--- config.mk ---
export PLATFORM = sky130hd
export DESIGN_NAME = hex_text_frame_encoder
export DESIGN_NICKNAME = d
export VERILOG_FILES = /design/src/hdl/hte_pkg.sv /design/src/hdl/hex_text_frame_encoder.sv /design/src/hdl/hte_front.sv /design/src/hdl/hte_fifo.sv /design/src/hdl/hte_back.sv
export SDC_FILE = /design/constraint.sdc
export NUM_CORES = 1
export LEC_CHECK = 0
export ABC_AREA = 1
export BUFFER_PORTS_ARGS = -buffer_cell sky130_fd_sc_hd__buf_2
export CAP_MARGIN = 20
export CORE_MARGIN = 5
export CORE_UTILIZATION = 30
export DETAILED_ROUTE_END_ITERATION = 16
export PLACE_DENSITY = 0.43
export SLEW_MARGIN = 10
export SYNTH_ARGS = -nofsm -noshare
export SYNTH_HDL_FRONTEND = slang
export SYNTH_SLANG_ARGS = --single-unit
--- constraint.sdc ---
create_clock -name clock -period 10.6 [get_ports clock]
set_input_delay 2.12 -clock clock [delete_from_list [all_inputs] [get_ports clock]]
set_output_delay 2.12 -clock clock [all_outputs]
set_load 0.01 [all_outputs]
--- src/hdl/hte_pkg.sv ---
// Shared types, character codes and small lookup functions of the hex text
// frame encoder. No dependencies; used by every module of the block.

package hte_pkg;

   localparam logic [13:0] MAX_LEN = 14'd9999;

   localparam logic [7:0] CH_ZERO  = 8'h30;
   localparam logic [7:0] CH_UPA   = 8'h41;
   localparam logic [7:0] CH_COLON = 8'h3A;
   localparam logic [7:0] CH_CR    = 8'h0D;
   localparam logic [7:0] CH_LF    = 8'h0A;

   localparam logic [3:0] HDR_LAST = 4'd11;
   localparam logic [0:0] KIND_START = 1'b0;
   localparam logic [0:0] KIND_DATA  = 1'b1;

   // One classified request handed from the front to the back.
   typedef struct packed {
      logic        is_start;
      logic [13:0] length;     // saturated length, start only
      logic [1:0]  first_dig;  // index of the leading printed digit
      logic [7:0]  data;       // data byte, data only
      logic        close;      // the line ends after this request
   } cmd_type;

   function automatic logic [7:0] hdr_char(input logic [3:0] idx);
      logic [7:0] c;
      unique case (idx)
         4'd0:    c = 8'h47;
         4'd1:    c = 8'h42;
         4'd2:    c = 8'h43;
         4'd3:    c = 8'h53;
         4'd4:    c = 8'h3A;
         4'd5:    c = 8'h44;
         4'd6:    c = 8'h41;
         4'd7:    c = 8'h54;
         4'd8:    c = 8'h41;
         4'd9:    c = 8'h23;
         4'd10:   c = 8'h30;
         default: c = 8'h3A;
      endcase
      return c;
   endfunction

   function automatic logic [7:0] hex_char(input logic [3:0] v);
      logic [7:0] c;
      if (v < 4'd10) begin
         c = CH_ZERO + {4'd0, v};
      end else begin
         c = CH_UPA + {4'd0, v - 4'd10};
      end
      return c;
   endfunction

   // Decimal weight of digit position 0 (thousands) to 3 (ones).
   function automatic logic [13:0] dig_weight(input logic [1:0] pos);
      logic [13:0] w;
      unique case (pos)
         2'd0:    w = 14'd1000;
         2'd1:    w = 14'd100;
         2'd2:    w = 14'd10;
         default: w = 14'd1;
      endcase
      return w;
   endfunction

endpackage

--- src/hdl/hex_text_frame_encoder.sv ---
// Top level of the hex text frame encoder: front part, command queue and
// back part. Depends on hte_pkg, hte_front, hte_fifo and hte_back.
//
// Usage: requests enter through a queue-like port (req_push / req_full).
// A start request (req_type 0) carries req_msg_length, saturated to 9999;
// it yields the fixed twelve-character header, the length in decimal,
// ':' and, for an empty message, CR LF. Each data request (req_type 1)
// yields two upper-case hex digits, plus CR LF after the last declared
// byte. A data request with no message open is taken and dropped.
// Characters leave through rsp_empty / rsp_pop, oldest first, with
// rsp_run_last on the last character of a request and rsp_line_end on
// the closing LF.
// Path: a request passes through the command queue and the back part's
// phase register before its first character enters the result register.
// Throughput is one character per cycle while the receiver pops, set by
// the single character sequencer of the back part.
// A four-entry command queue lets requests be taken while the back part is
// busy or the receiver stalls; req_full rises when that queue is full.
// Reset closes any open message and empties the queue and result register.

module hex_text_frame_encoder (
   input  logic        clock,
   input  logic        reset,
   input  logic        req_push,
   output logic        req_full,
   input  logic        req_type,
   input  logic [13:0] req_msg_length,
   input  logic [7:0]  req_data_byte,
   output logic        rsp_empty,
   input  logic        rsp_pop,
   output logic [7:0]  rsp_out_char,
   output logic        rsp_run_last,
   output logic        rsp_line_end
);

   hte_pkg::cmd_type wr_cmd, rd_cmd;
   logic q_push, q_full, q_pop, q_empty;

   hte_front u_front (
      .clock          (clock),
      .reset          (reset),
      .req_push       (req_push),
      .req_full       (req_full),
      .req_type       (req_type),
      .req_msg_length (req_msg_length),
      .req_data_byte  (req_data_byte),
      .q_full         (q_full),
      .q_push         (q_push),
      .q_cmd          (wr_cmd)
   );

   hte_fifo u_fifo (
      .clock  (clock),
      .reset  (reset),
      .push   (q_push),
      .wr_cmd (wr_cmd),
      .full   (q_full),
      .pop    (q_pop),
      .rd_cmd (rd_cmd),
      .empty  (q_empty)
   );

   hte_back u_back (
      .clock        (clock),
      .reset        (reset),
      .q_empty      (q_empty),
      .q_cmd        (rd_cmd),
      .q_pop        (q_pop),
      .rsp_empty    (rsp_empty),
      .rsp_pop      (rsp_pop),
      .rsp_out_char (rsp_out_char),
      .rsp_run_last (rsp_run_last),
      .rsp_line_end (rsp_line_end)
   );

endmodule

--- src/hdl/hte_front.sv ---
// Front part: accepts requests, tracks the bytes still expected and turns
// each request into a command for the queue. Depends on hte_pkg.

module hte_front (
   input  logic             clock,
   input  logic             reset,
   input  logic             req_push,
   output logic             req_full,
   input  logic             req_type,
   input  logic [13:0]      req_msg_length,
   input  logic [7:0]       req_data_byte,
   input  logic             q_full,
   output logic             q_push,
   output hte_pkg::cmd_type q_cmd
);

   logic [13:0] bytes_left_ff, bytes_left_in;
   logic [13:0] len_sat;
   logic        accept;

   assign req_full = q_full;
   assign accept   = req_push && !q_full;

   always_comb begin
      len_sat = (req_msg_length > hte_pkg::MAX_LEN) ? hte_pkg::MAX_LEN : req_msg_length;
      bytes_left_in   = bytes_left_ff;
      q_push          = 1'b0;
      q_cmd.is_start  = (req_type == hte_pkg::KIND_START);
      q_cmd.length    = len_sat;
      q_cmd.data      = req_data_byte;
      q_cmd.close     = 1'b0;
      priority if (len_sat > 14'd999) begin
         q_cmd.first_dig = 2'd0;
      end else if (len_sat > 14'd99) begin
         q_cmd.first_dig = 2'd1;
      end else if (len_sat > 14'd9) begin
         q_cmd.first_dig = 2'd2;
      end else begin
         q_cmd.first_dig = 2'd3;
      end
      if (accept) begin
         if (req_type == hte_pkg::KIND_START) begin
            q_push        = 1'b1;
            q_cmd.close   = (len_sat == 14'd0);
            bytes_left_in = len_sat;
         end else if (bytes_left_ff != 14'd0) begin
            // A data byte with no message open is dropped here.
            q_push        = 1'b1;
            q_cmd.close   = (bytes_left_ff == 14'd1);
            bytes_left_in = bytes_left_ff - 14'd1;
         end
      end
   end

   always_ff @(posedge clock) begin
      if (reset) begin
         bytes_left_ff <= 14'd0;
      end else begin
         bytes_left_ff <= bytes_left_in;
      end
   end

endmodule

--- src/hdl/hte_fifo.sv ---
// Four-entry command queue between the front and the back parts.
// Depends on hte_pkg for the command type.

module hte_fifo (
   input  logic             clock,
   input  logic             reset,
   input  logic             push,
   input  hte_pkg::cmd_type wr_cmd,
   output logic             full,
   input  logic             pop,
   output hte_pkg::cmd_type rd_cmd,
   output logic             empty
);

   hte_pkg::cmd_type mem_ff [4];
   logic [1:0] wr_ptr_ff, rd_ptr_ff;
   logic [2:0] count_ff;
   logic       do_push, do_pop;

   assign full    = (count_ff == 3'd4);
   assign empty   = (count_ff == 3'd0);
   assign do_push = push && !full;
   assign do_pop  = pop && !empty;
   assign rd_cmd  = mem_ff[rd_ptr_ff];

   always_ff @(posedge clock) begin
      if (do_push) begin
         mem_ff[wr_ptr_ff] <= wr_cmd;
      end
      if (reset) begin
         wr_ptr_ff <= 2'd0;
         rd_ptr_ff <= 2'd0;
         count_ff  <= 3'd0;
      end else begin
         if (do_push) begin
            wr_ptr_ff <= wr_ptr_ff + 2'd1;
         end
         if (do_pop) begin
            rd_ptr_ff <= rd_ptr_ff + 2'd1;
         end
         if (do_push && !do_pop) begin
            count_ff <= count_ff + 3'd1;
         end else if (do_pop && !do_push) begin
            count_ff <= count_ff - 3'd1;
         end
      end
   end

endmodule

--- src/hdl/hte_back.sv ---
// Back part: takes commands from the queue and emits one character per
// cycle into the result register while it is free. Depends on hte_pkg.

module hte_back (
   input  logic             clock,
   input  logic             reset,
   input  logic             q_empty,
   input  hte_pkg::cmd_type q_cmd,
   output logic             q_pop,
   output logic             rsp_empty,
   input  logic             rsp_pop,
   output logic [7:0]       rsp_out_char,
   output logic             rsp_run_last,
   output logic             rsp_line_end
);

   typedef enum logic [2:0] {
      PH_IDLE, PH_HDR, PH_DIG, PH_COLON, PH_HI, PH_LO, PH_CR, PH_LF
   } phase_type;

   phase_type   phase_ff, phase_in, ph_nx;
   logic [3:0]  idx_ff, idx_in, idx_nx;
   logic        close_ff;
   logic [1:0]  first_ff;
   logic [7:0]  data_ff;
   logic [13:0] rem_ff;
   logic [1:0]  dpos_ff;
   logic        drun_ff;
   logic [3:0]  dig_ff [4];
   logic [3:0]  dig_val;
   logic [13:0] dig_w;

   logic        valid_ff;
   logic [7:0]  char_ff, char_sel;
   logic        last_ff, last_sel;
   logic        lend_ff, lend_sel;
   logic        out_free, emit, take;

   assign rsp_empty    = !valid_ff;
   assign rsp_out_char = char_ff;
   assign rsp_run_last = last_ff;
   assign rsp_line_end = lend_ff;

   // One decimal digit per cycle by parallel compares against its multiples.
   always_comb begin
      dig_w   = hte_pkg::dig_weight(dpos_ff);
      dig_val = 4'd0;
      for (int k = 1; k < 10; k++) begin
         if (rem_ff >= 14'(k) * dig_w) begin
            dig_val = 4'(k);
         end
      end
   end

   always_comb begin
      char_sel = hte_pkg::CH_CR;
      last_sel = 1'b0;
      lend_sel = 1'b0;
      ph_nx    = PH_IDLE;
      idx_nx   = idx_ff;
      unique case (phase_ff)
         PH_IDLE: begin
            ph_nx = PH_IDLE;
         end
         PH_HDR: begin
            char_sel = hte_pkg::hdr_char(idx_ff);
            if (idx_ff == hte_pkg::HDR_LAST) begin
               ph_nx  = PH_DIG;
               idx_nx = {2'd0, first_ff};
            end else begin
               ph_nx  = PH_HDR;
               idx_nx = idx_ff + 4'd1;
            end
         end
         PH_DIG: begin
            char_sel = hte_pkg::CH_ZERO + {4'd0, dig_ff[idx_ff[1:0]]};
            ph_nx    = (idx_ff[1:0] == 2'd3) ? PH_COLON : PH_DIG;
            idx_nx   = idx_ff + 4'd1;
         end
         PH_COLON: begin
            char_sel = hte_pkg::CH_COLON;
            last_sel = !close_ff;
            ph_nx    = close_ff ? PH_CR : PH_IDLE;
         end
         PH_HI: begin
            char_sel = hte_pkg::hex_char(data_ff[7:4]);
            ph_nx    = PH_LO;
         end
         PH_LO: begin
            char_sel = hte_pkg::hex_char(data_ff[3:0]);
            last_sel = !close_ff;
            ph_nx    = close_ff ? PH_CR : PH_IDLE;
         end
         PH_CR: begin
            char_sel = hte_pkg::CH_CR;
            ph_nx    = PH_LF;
         end
         PH_LF: begin
            char_sel = hte_pkg::CH_LF;
            last_sel = 1'b1;
            lend_sel = 1'b1;
            ph_nx    = PH_IDLE;
         end
         default: begin
            ph_nx = PH_IDLE;
         end
      endcase

      out_free = !valid_ff || rsp_pop;
      emit     = (phase_ff != PH_IDLE) && out_free;
      // The next request loads in the cycle that emits the last character.
      take     = (phase_ff == PH_IDLE || (emit && ph_nx == PH_IDLE)) && !q_empty;
      q_pop    = take;

      phase_in = phase_ff;
      idx_in   = idx_ff;
      if (take) begin
         phase_in = q_cmd.is_start ? PH_HDR : PH_HI;
         idx_in   = 4'd0;
      end else if (emit) begin
         phase_in = ph_nx;
         idx_in   = idx_nx;
      end
   end

   always_ff @(posedge clock) begin
      if (take) begin
         close_ff <= q_cmd.close;
         first_ff <= q_cmd.first_dig;
         data_ff  <= q_cmd.data;
      end
      if (take && q_cmd.is_start) begin
         rem_ff  <= q_cmd.length;
         dpos_ff <= 2'd0;
      end else if (drun_ff) begin
         dig_ff[dpos_ff] <= dig_val;
         rem_ff  <= rem_ff - 14'(dig_val) * dig_w;
         dpos_ff <= dpos_ff + 2'd1;
      end
      if (emit) begin
         char_ff <= char_sel;
         last_ff <= last_sel;
         lend_ff <= lend_sel;
      end
      if (reset) begin
         phase_ff <= PH_IDLE;
         idx_ff   <= 4'd0;
         drun_ff  <= 1'b0;
         valid_ff <= 1'b0;
      end else begin
         phase_ff <= phase_in;
         idx_ff   <= idx_in;
         if (take && q_cmd.is_start) begin
            drun_ff <= 1'b1;
         end else if (drun_ff && dpos_ff == 2'd3) begin
            drun_ff <= 1'b0;
         end
         if (emit) begin
            valid_ff <= 1'b1;
         end else if (rsp_pop) begin
            valid_ff <= 1'b0;
         end
      end
   end

endmodule
==> impl_metrics.json <==
{
  "outcome": "finished, final reports clean",
  "syn-num-nets": 1506,
  "min_delay_path_depth": 2,
  "die_w_um": 211,
  "dr.pass1.iters": 5,
  "vias": 9183,
  "wl_per_cell_um": 16.2,
  "yosys-top-cells-area": "edfxtp_1, ha_1, dfxtp_1, inv_1, nand2_1",
  "cp.arrival_ps": 7480,
  "cts_hold_buffers": 0,
  "cts_resized": 0,
  "path_max_fanout": 12,
  "netlist_instances": 1342,
  "nets": 1539,
  "routabilityCongestion": 0.899,
  "yosys.area.top_type_share": 0.380,
  "clockRootBuffer": "clkbuf_16",
  "grt_overflow": 0,
  "dp_hpwl_mm": 23.1,
  "layout_common_cells": "inv_1, nand2_1, nor2_1, edfxtp_1, o21ai_0",
  "ys_seq_area_frac": 0.451,
  "avgSynthCellArea_um2": 9.06,
  "regArea_um2": 5490,
  "finalCriticalPeriod_ps": 7290,
  "cap_violations": 0,
  "antenna_found_initial": 0,
  "multi_input_area_um2": 5780,
  "core_um2": 39900,
  "grt_max_degree": 54,
  "timing.fmax_ghz": 0.137,
  "ys.flop_type": "edfxtp_1",
  "period_share": 0.687,
  "setup_tns_ps": 0,
  "synthesis.area_um2": 12200,
  "setup_violations": 0,
  "ys_ff_latch": 197,
  "ys_warn_count": 0,
  "htree_num_levels": 4,
  "cts_sinks": 197,
  "diodes": 0,
  "slew_viol_final": 0,
  "grt_pass1_wl_mm": 49.9,
  "place.port_buffers": 37,
  "crit_slowest_cell": "dfxtp_1",
  "startpoint_type": "register",
  "tightest_slew_ps": 907,
  "track_usage": 0.140,
  "antenna_left": 0,
  "crit_path_end_kind": "register",
  "clock_path_buffers": 2,
  "fill_cells": 4150,
  "cts_tree": "built",
  "syn_to_final_growth_pct": 11.4,
  "rsz0062_at_grt": "no",
  "max_stage_delay_ps": 660,
  "clk_latency_ps": 440,
  "final_common_cell": "inv_1",
  "relSlewSlack": 0.395,
  "die_y_um": 211,
  "io_pins": 39,
  "synth_edf_count": 154,
  "drt-total-wl_mm": 30.9,
  "drive_gt1_frac": 0.0901,
  "post-synth-top-area-cell": "edfxtp_1",
  "hp-class": "register to register",
  "worst-setup-path-type": "register to register",
  "fin_skew_ps": 14.8,
  "grt_pass1_vias": 9077,
  "final_hold_viol_count": 0,
  "remaining_drc_errors": 0,
  "cpMostUsedCell": "inv_1",
  "viasPerCell": 4.80,
  "async_flop_share": 0,
  "synth_cell_type_count": 53,
  "initialDrtViolationCount": 594,
  "reg2reg_depth": 35,
  "std_cell_rows": 73,
  "initial_utilization": 0.305,
  "numCtsBuffers": 17,
  "post_cts_buffers": 0,
  "dieArea_um2": 44600,
  "cts.clk_slew.worst_paths_ps": 80,
  "cp.required_ps": 10800
}
## Yosys cell counts (all sizes together), types with 5 or more instances
cell type / number
inv: 201
nand2: 189
nor2: 170
edfxtp: 154
o21ai: 125
ha: 112
a21oi: 87
nand3: 44
dfxtp: 43
o22ai: 28
fa: 25
clkbuf: 23
nor3: 20
xnor2: 17
nand4: 12
xor2: 12
o211ai: 9
a211oi: 8
nor4: 8
buf: 7
or2: 7
a221oi: 5
a31oi: 5
## logic make-up after synthesis
group,count (synthesis),synth area share
simple gates,456,0.160
compound gates,290,0.138
buf+inv,232,0.0737
flops,197,0.451
fa+ha+maj,137,0.156
xor+xnor,29,0.0209
other cells,1,0.000309
## state kept, by name (all words and copies together) (netlist names), 3 cells and up, named ones only
signal and count:
u_back.data_ff 8, u_back.idx_ff 4, u_back.dig_ff 16, u_front.bytes_left_ff 14, u_back.phase_ff 3, u_fifo.count_ff 3
u_back.rsp_out_char 7, u_fifo.mem_ff 104, u_back.rem_ff 14
## critical path, delay by kind of cell (launching register included)
kind / cells / cell delay (ps)
adder cells (fa/ha/maj): 6 / 2620
buffers and inverters: 9 / 1290
AO/OA/AOI/OAI: 6 / 1220
AND/OR/NAND/NOR: 13 / 1190
flip-flops: 1 / 660
XOR/XNOR: 1 / 80
## path summary, 6_finish.rpt
path	to	slack [ps]	startpoint
worst max-delay path	u_back.rem_ff[12]	3310	u_back.dpos_ff[1]
worst min register to register	u_front.bytes_left_ff[10]	480	u_front.bytes_left_ff[10]
worst min-delay path	u_front.bytes_left_ff[10]	480	u_front.bytes_left_ff[10]
worst max register to register	u_back.rem_ff[12]	3310	u_back.dpos_ff[1]
## stage by stage
| stage | setup WS, ps | hold WS [ps] | std cells | utilization | area [um^2] |
|---|---|---|---|---|---|
| floorplan | 4550 | 454 | 1342 | - | 12200 |
| global placement | 3540 | 471 | 1881 | 0.324 | 12900 |
| detailed placement | 3330 | 475 | 1881 | 0.324 | 12900 |
| CTS | 3290 | 487 | 1913 | 0.339 | 13500 |
| global route | 2730 | 507 | 1913 | 0.339 | 13500 |
| finish | 3310 | 482 | 1913 | 0.339 | 13500 |
## routing by layer
metal	wire, um	vias to the layer above	GRT usage
li1	-	4630	-
met1	15600	4383	0.205
met2	14000	152	0.222
met3	941	18	0.0196
met4	357	0	0.0333
met5	0	-	0
## layout make-up
class | count | area share
tap | 525 | 0.0485
clock inverter | 15 | 0.0140
clock buffer | 17 | 0.0314
inverter | 202 | 0.0562
timing repair buffer | 44 | 0.0176
sequential | 197 | 0.405
multi-input combinational | 913 | 0.427
Power is not shown: default switching activity piles up to over one toggle a cycle in this logic, so the estimate is an artifact.
